## config.mk

```make
export PLATFORM = sky130hd
export DESIGN_NAME = tfbi_mul
export DESIGN_NICKNAME = d
export VERILOG_FILES = /design/src/tfbi_pkg.sv /design/src/tfbi_mul.sv
export SDC_FILE = /design/constraint.sdc
export NUM_CORES = 2
export LEC_CHECK = 0
export BUFFER_PORTS_ARGS = -buffer_cell sky130_fd_sc_hd__buf_2
export CORE_ASPECT_RATIO = 0.5
export CORE_MARGIN = 2
export CORE_UTILIZATION = 55
export CTS_CLUSTER_SIZE = 14
export DETAILED_ROUTE_END_ITERATION = 12
export HOLD_SLACK_MARGIN = 0.06
export PLACE_DENSITY = 0.72
export SYNTH_ARGS = -nofsm -noshare
export SYNTH_HDL_FRONTEND = slang
export SYNTH_SLANG_ARGS = --single-unit
export TNS_END_PERCENT = 50
```

## constraint.sdc

```tcl
create_clock -name aclk -period 8.6 [get_ports aclk]
set_clock_uncertainty 0.2 [all_clocks]
set_input_delay 0.43 -clock aclk [delete_from_list [all_inputs] [get_ports aclk]]
set_output_delay 0.43 -clock aclk [all_outputs]
set_load 0.01 [all_outputs]
```

## src/tfbi_pkg.sv

```systemverilog
// Package for the tangent field barycentric interpolator.
// Holds payload structs, sequencer states, unit command struct and helper functions.
// No dependencies.
`default_nettype none
package tfbi_pkg;

    localparam int OUT_FRAC_BITS_DEF = 12;

    localparam int MUL_W  = 32;
    localparam int PROD_W = 64;
    localparam int SUM_W  = 40;
    localparam int CMAG_W = 32;
    localparam int MAG_W  = 17;
    localparam int M_W    = 30;
    localparam int K_W    = 4;
    localparam int R_W    = 26;
    localparam int ROOT_W = 32;

    typedef struct packed {
        logic        [15:0] weight;
        logic signed [15:0] tangent_u;
        logic signed [15:0] tangent_v;
        logic signed [15:0] first_axis_x;
        logic signed [15:0] first_axis_y;
        logic signed [15:0] first_axis_z;
        logic signed [15:0] second_axis_x;
        logic signed [15:0] second_axis_y;
        logic signed [15:0] second_axis_z;
        logic               pass_through;
        logic               last_item;
    } in_item_t;

    typedef struct packed {
        logic signed [15:0] out_x;
        logic signed [15:0] out_y;
        logic signed [15:0] out_z;
    } out_item_t;

    // Command to the shared root / divide unit
    typedef struct packed {
        logic start;
        logic is_div;
    } ru_cmd_t;

    typedef enum logic [4:0] {
        ST_IDLE,
        ST_MUL_U,
        ST_MUL_V,
        ST_ADD_C,
        ST_PASS,
        ST_SQ,
        ST_SQ_ACC,
        ST_ROOT1_GO,
        ST_ROOT1,
        ST_WC,
        ST_WC_ACC,
        ST_WL,
        ST_WL_ACC,
        ST_SCALE,
        ST_MM,
        ST_MM_ACC,
        ST_ROOT2_GO,
        ST_ROOT2,
        ST_CMP,
        ST_NMUL,
        ST_NDIV_GO,
        ST_NDIV,
        ST_UMUL,
        ST_UACC,
        ST_OUT
    } state_t;

    // Magnitude of a 16-bit two's complement value
    function automatic logic [MAG_W-1:0] mag16(input logic [15:0] x);
        logic [MAG_W-1:0] e;
        e = {x[15], x};
        return x[15] ? MAG_W'(~e + 1'b1) : e;
    endfunction

    // Apply sign to a magnitude and saturate to 16 bits
    function automatic logic [15:0] sat16(input logic neg, input logic [PROD_W-1:0] m);
        logic [15:0] r;
        if (neg) begin
            if (m > PROD_W'(32768)) r = 16'h8000;
            else                    r = 16'(~m[15:0] + 16'd1);
        end else begin
            if (m > PROD_W'(32767)) r = 16'h7fff;
            else                    r = m[15:0];
        end
        return r;
    endfunction

    // Saturating signed accumulate of a signed magnitude
    function automatic logic signed [SUM_W-1:0] acc_sat(input logic signed [SUM_W-1:0] s,
                                                       input logic neg,
                                                       input logic [PROD_W-1:0] m);
        logic signed [49:0] se;
        logic signed [49:0] ad;
        logic signed [49:0] t;
        logic signed [SUM_W-1:0] r;
        se = 50'(s);
        ad = $signed({2'b00, m[47:0]});
        t  = neg ? se - ad : se + ad;
        if (t[49:SUM_W-1] == '0 || t[49:SUM_W-1] == '1) r = t[SUM_W-1:0];
        else if (t[49]) r = {1'b1, {(SUM_W-1){1'b0}}};
        else            r = {1'b0, {(SUM_W-1){1'b1}}};
        return r;
    endfunction

endpackage
`default_nettype wire

```

## src/tfbi_mul.sv

```systemverilog
// Shared 32x32 unsigned multiplier with registered product.
// Depends on tfbi_pkg for widths.
`default_nettype none
module tfbi_mul (
    input  wire logic                       aclk,
    input  wire logic [tfbi_pkg::MUL_W-1:0] op_a,
    input  wire logic [tfbi_pkg::MUL_W-1:0] op_b,
    output logic      [tfbi_pkg::PROD_W-1:0] prod
);

    logic [tfbi_pkg::PROD_W-1:0] prod_reg;

    // Register the product every cycle
    always_ff @(posedge aclk) begin
        prod_reg <= tfbi_pkg::PROD_W'(op_a) * tfbi_pkg::PROD_W'(op_b);
    end

    assign prod = prod_reg;

endmodule
`default_nettype wire

```

==> metrics.cfg <==
[worst_setup_path]
startpoint_type = input port
cp_slowest_stage_delay_ns = 0.52
critical_path_arrival_ns = 8.18
worstSetupStartpoint = op_b[7]
crit_path_top_delay_cell = fa_1
crit_path_frequent_cell = fa_1
cp.required_ns = 8.69
path_max_fanout = 27
crit_family = adder cells
critPathKind = input port to register
critPathBufInv = 8
crit_path_end_kind = register

[global_routing]
met2_usage_pct = 51.5
grt_overflow = 0
gr-usage-met3_pct = 4.61
grt_util_met1_pct = 36.1
grt_pass1_wl_mm = 149
antenna_found_initial = 4
grt_max_degree = 33
grt_busiest_layer = met2
grt_pass1_vias = 27915
grt_use_total_pct = 29.4

[routing]
wirelength_mm = 91.5
ant_nets = 0
drt-initial-drc-count = 1700
viasPerCell = 5.51
vias = 25089
drc_errors = 0
drt-pass1-iter-count = 5
wl_per_cell_um = 20.1

[floorplanning]
io_pins = 129
die_area_mm2 = 0.0652
core_mm2 = 0.0627
die_w_um = 359
fp.dieH_um = 182
rows = 65
initial_core_util_pct = 55.3

[run]
drv_cap = 0

[final_layout]
regArea_mm2 = 0.00128
area_delta_synth_final_pct = 4.39
fillCellCount = 5402
largest_reg_flops = 64
mostFrequentLayoutCells = fa_1 (896), inv_1 (865), and2_1 (602)
finalNetCount = 4936
multiInputGateArea_mm2 = 0.0293
final_common_cell = fa_1
drive_gt1_share_pct = 5.49

[clock_tree]
root_buffer = clkbuf_16
post-cts-setup-buffers = 0
cts_tree = yes
cts_buffers = 9
cts.sinks = 64
clk_pin_slew_ns = 0.06
clockBufferDepth = 2
holdBufCountCts = 0
htree_levels = 3
ctsResizeCount = 0

[hold_path]
min_from = op_a[0]
hold_path_class = input port to register
worstHoldEndpoint = prod[0]$_DFF_P_
whs_path_depth = 3

[synth]
synthFlopType = dfxtp_1
ys_seq_elements = 64
ys_warn_count = 0
ys_top_cells_by_area = fa_1 (52%), and2_1 (11%), ha_1 (9.5%)
synth_top_area_cell = fa_1
synth_nets = 4972
syn_inst = 3748
yosysUniqueCellTypes = 57
synth_top_area_share_pct = 51.7
synth-edff-count = 0
async_flop_share_pct = 0
synth_seq_area_share_pct = 3.69
syn_area_mm2 = 0.0347
avgSynthCellArea_um2 = 9.25

[timing]
hold_viol = 0
max_freq_ghz = 0.124
tightest_slew_ns = 0.862
rsz0062_at_grt = no
period_share_pct = 94.1
setup_viol = 0
maxSlewViolCount = 0
max_slew_margin_pct = 42.3
min_period_ns = 8.09
fin_setup_tns_ns = 0

[status]
outcome = finished, final reports clean

[placed_design]
gp_congestion = 0.969
hpwl_mm = 74.9
io_buffer_count = 128

## final cells by class
| type | instances | share of cell area, % |
|---|---|---|
| inverters | 865 | 8.97 |
| repair buffers | 173 | 2.74 |
| clock inverters | 4 | 0.194 |
| well taps | 837 | 2.89 |
| multi-input cells | 2599 | 81.0 |
| diodes | 4 | 0.0277 |
| clock buffers | 10 | 0.660 |
| flip-flops and latches | 64 | 3.54 |
## cells in the mapped netlist (2+ instances only)
cell type / number
xnor2_1: 35
ha_1: 263
nor2b_1: 2
a221o_1: 4
nand3_1: 10
xor2_1: 25
nand2b_1: 2
a21oi_2: 3
and3b_1: 2
buf_2: 6
dfxtp_1: 64
and4_1: 3
nor2_1: 20
nor3_1: 7
o21bai_1: 10
nand2_1: 480
a221oi_4: 3
a21oi_1: 63
a21boi_1: 3
and2_1: 602
a31oi_1: 12
o31ai_4: 3
fa_1: 896
o211ai_1: 2
o21ai_0: 21
inv_1: 865
o221a_2: 2
and3_1: 14
or3_1: 3
a21o_1: 40
o31ai_1: 2
nand4_1: 23
o21ai_1: 5
a211oi_1: 3
a311oi_1: 2
or2_2: 3
o221ai_1: 3
o21a_1: 9
or4_1: 3
clkbuf_1: 213
## metrics by stage
step / utilization, % / std cells / setup slack, ns / instance area, um2 / hold WS [ns]
floorplan: - / 3748 / 1.22 / 34700 / 0.357
global route: 57.7 / 4555 / 0.187 / 36200 / 0.636
CTS: 57.7 / 4552 / 0.633 / 36200 / 0.593
finish: 57.7 / 4556 / 0.509 / 36200 / 0.613
detailed placement: 57.2 / 4538 / 0.257 / 35900 / 0.622
global placement: 57.2 / 4538 / 0.489 / 35900 / 0.623
## worst max-delay path by stage
stage	end	slack (ns)	depth (start not counted)
after CTS	prod[62]$_DFF_P_	0.63	26
after global placement	prod[62]$_DFF_P_	0.49	26
after global routing	prod[62]$_DFF_P_	0.19	26
after floorplan	prod[62]$_DFF_P_	1.22	25
after detailed placement	prod[62]$_DFF_P_	0.26	26
final	prod[62]$_DFF_P_	0.51	26
## logic make-up after synthesis
logic type,share of synthesized area [%]
xor+xnor,1.52
simple gates,17.6
fa+ha+maj,61.2
compound gates,4.15
flops,3.69
buf+inv,11.8
mux,0.0289
## metal layers
layer  vias to the layer above  part of all wire, %
met3                       264                  6.7
met1                     13121                   38
met2                       934                   51
met4                         0                  4.8
li1                      10770                    -
met5                         -                    0
Power is left out: the tool's default activity adds up to more than one toggle a clock period on the data nets, which glitch-free logic cannot reach.
