===== config.mk =====
export PLATFORM = sky130hd
export DESIGN_NAME = tfbi_root_div
export DESIGN_NICKNAME = d
export VERILOG_FILES = /design/src/tfbi_pkg.sv /design/src/tfbi_root_div.sv
export SDC_FILE = /design/constraint.sdc
export NUM_CORES = 1
export LEC_CHECK = 0
export BUFFER_PORTS_ARGS = -buffer_cell sky130_fd_sc_hd__buf_2
export CELL_PAD_IN_SITES_DETAIL_PLACEMENT = 2
export CELL_PAD_IN_SITES_GLOBAL_PLACEMENT = 2
export CORE_UTILIZATION = 35
export CTS_BUF_LIST = sky130_fd_sc_hd__clkbuf_16
export DETAILED_ROUTE_END_ITERATION = 8
export MAX_ROUTING_LAYER = met4
export PLACE_DENSITY = 0.81
export SLEW_MARGIN = 20
export SYNTH_ARGS = -nofsm -noshare
export SYNTH_HDL_FRONTEND = slang
export SYNTH_SLANG_ARGS = --single-unit

===== constraint.sdc =====
create_clock -name aclk -period 3.7 [get_ports aclk]
set_input_delay 0.37 -clock aclk [delete_from_list [all_inputs] [get_ports aclk]]
set_output_delay 0.37 -clock aclk [all_outputs]
set_load 0.02 [all_outputs]

===== src/tfbi_pkg.sv =====
// Package for the tangent field barycentric interpolator.
// Holds payload structs, sequencer states, unit command struct and helper functions.
// No dependencies.
`default_nettype none
package tfbi_pkg;

    localparam int OUT_FRAC_BITS_DEF = 12;

    localparam int MUL_W  = 32;
    localparam int PROD_W = 64;
    localparam int SUM_W  = 40;
    localparam int CMAG_W = 32;
    localparam int MAG_W  = 17;
    localparam int M_W    = 30;
    localparam int K_W    = 4;
    localparam int R_W    = 26;
    localparam int ROOT_W = 32;

    typedef struct packed {
        logic        [15:0] weight;
        logic signed [15:0] tangent_u;
        logic signed [15:0] tangent_v;
        logic signed [15:0] first_axis_x;
        logic signed [15:0] first_axis_y;
        logic signed [15:0] first_axis_z;
        logic signed [15:0] second_axis_x;
        logic signed [15:0] second_axis_y;
        logic signed [15:0] second_axis_z;
        logic               pass_through;
        logic               last_item;
    } in_item_t;

    typedef struct packed {
        logic signed [15:0] out_x;
        logic signed [15:0] out_y;
        logic signed [15:0] out_z;
    } out_item_t;

    // Command to the shared root / divide unit
    typedef struct packed {
        logic start;
        logic is_div;
    } ru_cmd_t;

    typedef enum logic [4:0] {
        ST_IDLE,
        ST_MUL_U,
        ST_MUL_V,
        ST_ADD_C,
        ST_PASS,
        ST_SQ,
        ST_SQ_ACC,
        ST_ROOT1_GO,
        ST_ROOT1,
        ST_WC,
        ST_WC_ACC,
        ST_WL,
        ST_WL_ACC,
        ST_SCALE,
        ST_MM,
        ST_MM_ACC,
        ST_ROOT2_GO,
        ST_ROOT2,
        ST_CMP,
        ST_NMUL,
        ST_NDIV_GO,
        ST_NDIV,
        ST_UMUL,
        ST_UACC,
        ST_OUT
    } state_t;

    // Magnitude of a 16-bit two's complement value
    function automatic logic [MAG_W-1:0] mag16(input logic [15:0] x);
        logic [MAG_W-1:0] e;
        e = {x[15], x};
        return x[15] ? MAG_W'(~e + 1'b1) : e;
    endfunction

    // Apply sign to a magnitude and saturate to 16 bits
    function automatic logic [15:0] sat16(input logic neg, input logic [PROD_W-1:0] m);
        logic [15:0] r;
        if (neg) begin
            if (m > PROD_W'(32768)) r = 16'h8000;
            else                    r = 16'(~m[15:0] + 16'd1);
        end else begin
            if (m > PROD_W'(32767)) r = 16'h7fff;
            else                    r = m[15:0];
        end
        return r;
    endfunction

    // Saturating signed accumulate of a signed magnitude
    function automatic logic signed [SUM_W-1:0] acc_sat(input logic signed [SUM_W-1:0] s,
                                                       input logic neg,
                                                       input logic [PROD_W-1:0] m);
        logic signed [49:0] se;
        logic signed [49:0] ad;
        logic signed [49:0] t;
        logic signed [SUM_W-1:0] r;
        se = 50'(s);
        ad = $signed({2'b00, m[47:0]});
        t  = neg ? se - ad : se + ad;
        if (t[49:SUM_W-1] == '0 || t[49:SUM_W-1] == '1) r = t[SUM_W-1:0];
        else if (t[49]) r = {1'b1, {(SUM_W-1){1'b0}}};
        else            r = {1'b0, {(SUM_W-1){1'b1}}};
        return r;
    endfunction

endpackage
`default_nettype wire


===== src/tfbi_root_div.sv =====
// Shared iterative unit: floor square root of a 64-bit value (2 bits a step)
// or 64-by-32 restoring division (1 bit a step). Depends on tfbi_pkg.
`default_nettype none
module tfbi_root_div (
    input  wire logic                         aclk,
    input  wire logic                         aresetn,
    input  wire tfbi_pkg::ru_cmd_t            cmd,
    input  wire logic [tfbi_pkg::PROD_W-1:0]  opa,
    input  wire logic [tfbi_pkg::ROOT_W-1:0]  opb,
    output logic                              done,
    output logic      [tfbi_pkg::PROD_W-1:0]  result
);

    logic                         busy_reg;
    logic                         mode_reg;
    logic                         done_reg;
    logic [5:0]                   cnt_reg;
    logic [tfbi_pkg::PROD_W-1:0]  x_reg, x_next;
    logic [34:0]                  rem_reg, rem_next;
    logic [tfbi_pkg::ROOT_W-1:0]  root_reg, root_next;
    logic [tfbi_pkg::ROOT_W-1:0]  b_reg;
    logic [34:0]                  rem_s, trial;
    logic [32:0]                  rem_d;
    logic                         ge_s, ge_d, last_step;

    // One step of the selected recurrence
    always_comb begin
        rem_s = {rem_reg[32:0], x_reg[63:62]};
        trial = {1'b0, root_reg, 2'b01};
        ge_s  = rem_s >= trial;
        rem_d = {rem_reg[31:0], x_reg[63]};
        ge_d  = rem_d >= {1'b0, b_reg};
        if (mode_reg) begin
            rem_next  = 35'(ge_d ? rem_d - {1'b0, b_reg} : rem_d);
            root_next = root_reg;
            x_next    = {x_reg[62:0], ge_d};
        end else begin
            rem_next  = ge_s ? rem_s - trial : rem_s;
            root_next = {root_reg[30:0], ge_s};
            x_next    = {x_reg[61:0], 2'b00};
        end
        last_step = mode_reg ? (cnt_reg == 6'd63) : (cnt_reg == 6'd31);
    end

    // Control: start, count, finish
    always_ff @(posedge aclk) begin
        if (!aresetn) begin
            busy_reg <= 1'b0;
            done_reg <= 1'b0;
            cnt_reg  <= '0;
        end else begin
            done_reg <= 1'b0;
            if (cmd.start) begin
                busy_reg <= 1'b1;
                cnt_reg  <= '0;
            end else if (busy_reg) begin
                cnt_reg <= cnt_reg + 6'd1;
                if (last_step) begin
                    busy_reg <= 1'b0;
                    done_reg <= 1'b1;
                end
            end
        end
    end

    // Datapath: load operands or advance one step
    always_ff @(posedge aclk) begin
        if (cmd.start) begin
            mode_reg <= cmd.is_div;
            x_reg    <= opa;
            b_reg    <= opb;
            rem_reg  <= '0;
            root_reg <= '0;
        end else if (busy_reg) begin
            x_reg    <= x_next;
            rem_reg  <= rem_next;
            root_reg <= root_next;
        end
    end

    assign done   = done_reg;
    assign result = mode_reg ? x_reg : tfbi_pkg::PROD_W'(root_reg);

    a_done_after_busy: assert property (@(posedge aclk) disable iff (!aresetn)
        done_reg |-> !busy_reg)
        else $error("root/div done while still busy");
    a_step_progress: assert property (@(posedge aclk) disable iff (!aresetn)
        busy_reg && !cmd.start && !last_step |=> busy_reg && cnt_reg == $past(cnt_reg) + 6'd1)
        else $error("root/div counter did not advance");
    a_finish: assert property (@(posedge aclk) disable iff (!aresetn)
        busy_reg && !cmd.start && last_step |=> done_reg)
        else $error("root/div missed done");

endmodule
`default_nettype wire

==> metrics <==
Non-Filler Instances=2033; Ports=165; max reg flops=64; Max rail drop VDD=411 uV; Startpoint Class=flop; final hold vios=0; Post-Syn Instances=1443; CP required=4.06 ns; clk_lat worst skew=0.46 ns; violation count after the first detailed-routing iteration=553; worst hold-check path type=input pin to flop; max cap viols=0; crit path time final=3.51 ns; Syn Area/Cell=8.28 um^2; clock root cell=clkbuf_16; CP arrival=3.86 ns; die area=34900 um^2; slew margin rel.=0.353; clk_skew=0.0106 ns; CTS tree=built; area grow syn2layout=15.5%; antenna violations before repair=0; endpoint class of the critical path=flop; Finished Core Util=0.412; first-pass GRT wire length=67600 um; Yosys reg bits=170; Post-synth EDFFs=97; Layout fillers=3847; met1 WL=18300 um; status=complete, no violations; Hold Path Depth=1; CTS Hold Bufs=0; vias in the first global route=12642; final setup vio count=0; count of unique library cells instantiated by Yosys=87; R2R depth=14; most frequent cells in the layout=221 x nand2_1, 163 x buf_2, 151 x o21ai_0, 136 x a21oi_1, 97 x edfxtp_1; DPL Wire Length=30800 um; register area=4370 um^2; fin. max-slew vios=0; largest net degree at the start of global routing=192; share of cells above drive strength 1=0.163; vias per inst=5.61; final instance area=13800 um^2; predominant post-synthesis flop cell=edfxtp_1; footprint of the multi-input gates=6920 um^2; pre-CTS setup slack=-0.143 ns; GRT Resource Usage Total=0.251; RSZ-0062 raised after global routing=no; syn_nets=1611; met2 WL=21700 um; kind of critical path=flop to flop; most common cell after layout, fill and taps aside=nand2_1; Power Density=544 nW/um^2; die height=187 um; routed vias=11402; NumNets Final=1740; ys async rst share=0; crit-path max FO=4; register area share after synthesis=0.366; Cell Area, Placed=13200 um^2; Syn Std Cell Area=11900 um^2; Core Footprint=33500 um^2; Clock Sinks=170; Yosys warnings=0; dpl cells=1995; Final WS setup=0.195 ns; DRT antenna net count=0; diode count=0; Worst-Margin Slew=0.970 ns; total CTS buffers=17; Max clock buf depth=2; DR pass1 iterations=5; wire per inst=20.6 um; routed wire length=41900 um; Fmax=0.285 GHz; htree depth=4; Leak=5.66 nW; Remaining DRCs=0; Clock transition at path regs=0.07 ns; Port Buf Inserts=164; met3 WL post-DR=1130 um; Horiz. Die Dim=187 um; Top Layer Used=met4; num rows=67; Initial Utilization=0.356; period utilization=0.947; gr ovfl total=0; RePlAce Congestion=0.888; Tot Pwr=7.50 mW
-- repair_timing --
item                                    CTS  global route
hold endpoints to repair                  0             0
endpoints found under the setup margin    1             1
setup buffers                             3             3
gates cloned                              0             0
gates resized for setup                   5             1
pin swaps                                 3             2
-- kinds of logic after synthesis --
kind of cell | after synthesis | synth area share
compound gates | 517 | 0.279
xor+xnor | 54 | 0.0396
flops | 170 | 0.366
fa+ha+maj | 68 | 0.0718
buf+inv | 170 | 0.0566
simple gates | 452 | 0.176
mux | 12 | 0.0105
-- worst max-delay path, cell delays in order (launching register included) --
cell       delay (ns)
edfxtp_1         0.40
inv_1            0.14
ha_1             0.20
inv_1            0.06
fa_1             0.44
a211oi_2         0.26
o21ai_1          0.14
a21oi_2          0.22
o211ai_1         0.20
o41ai_2          0.24
buf_4            0.17
o21ai_2          0.08
a2111oi_2        0.40
a41oi_1          0.12
a221oi_2         0.34
-- metrics by stage --
stage               hold WS (ns)  TNS, ns
global placement           0.444        0
finish                    0.0831        0
global route              0.0630        0
detailed placement         0.464   -0.143
floorplan                  0.436        0
CTS                       0.0628        0
-- synthesized netlist by cell type (4+ instances only) --
master,instances,area share
dfxtp_1,73,0.12
a31oi_1,11,0.0058
a211o_1,6,0.0044
o32ai_1,10,0.0073
nand3_1,29,0.012
a211oi_1,37,0.023
a31o_2,4,0.0029
nand2b_1,15,0.0079
o31ai_1,6,0.0038
o21bai_1,9,0.0057
inv_1,84,0.026
ha_1,67,0.070
a21boi_0,36,0.023
o211a_1,4,0.0034
a21o_1,25,0.016
and3_1,11,0.0058
nand4_1,15,0.0079
nor2_1,67,0.021
clkbuf_1,60,0.019
mux2i_1,8,0.0067
a32o_1,4,0.0034
edfxtp_1,97,0.24
o211ai_1,18,0.011
a311oi_1,4,0.0029
nand2_1,221,0.069
o21ai_0,153,0.064
nor2b_1,11,0.0058
a21oi_1,136,0.057
nor3_1,16,0.0067
buf_2,12,0.0050
o21a_1,13,0.0082
xnor2_1,30,0.022
or3_1,7,0.0037
xor2_1,24,0.018
and2_1,34,0.018
buf_1,8,0.0025
-- report_power, final --
part | total [mW] | internal [mW] | switching (mW)
logic | 3.42 | 1.33 | 2.09
clock network | 1.72 | 0.887 | 0.837
registers | 2.36 | 2.19 | 0.170
-- metal layers --
layer / global-route usage / vias up
met5: - / -
met4: 0.0697 / 0
met1: 0.294 / 5701
met2: 0.445 / 182
li1: - / 5471
met3: 0.0344 / 48
-- path summary, 6_finish.rpt --
kind,from,endpoint,slack [ns]
setup / recovery,x_reg[63]$_DFFE_PP_,rem_reg[30]$_SDFFE_PP0P_,0.19
hold / removal,opb[12],b_reg[12]$_DFFE_PP_,0.08
setup reg to reg,x_reg[63]$_DFFE_PP_,rem_reg[30]$_SDFFE_PP0P_,0.19
hold reg to reg,root_reg[17]$_SDFFE_PP0P_,root_reg[18]$_SDFFE_PP0P_,0.47
-- area by class of cell --
class                   count  share of cell area
repair buffers            195              0.0795
inverters                  85              0.0231
clock buffers              18              0.0326
clock inverters            14             0.00589
multi-input cells        1103               0.501
flip-flops and latches    170               0.317
well taps                 448              0.0406
No activity file was read; power rests on OpenSTA's default activity.
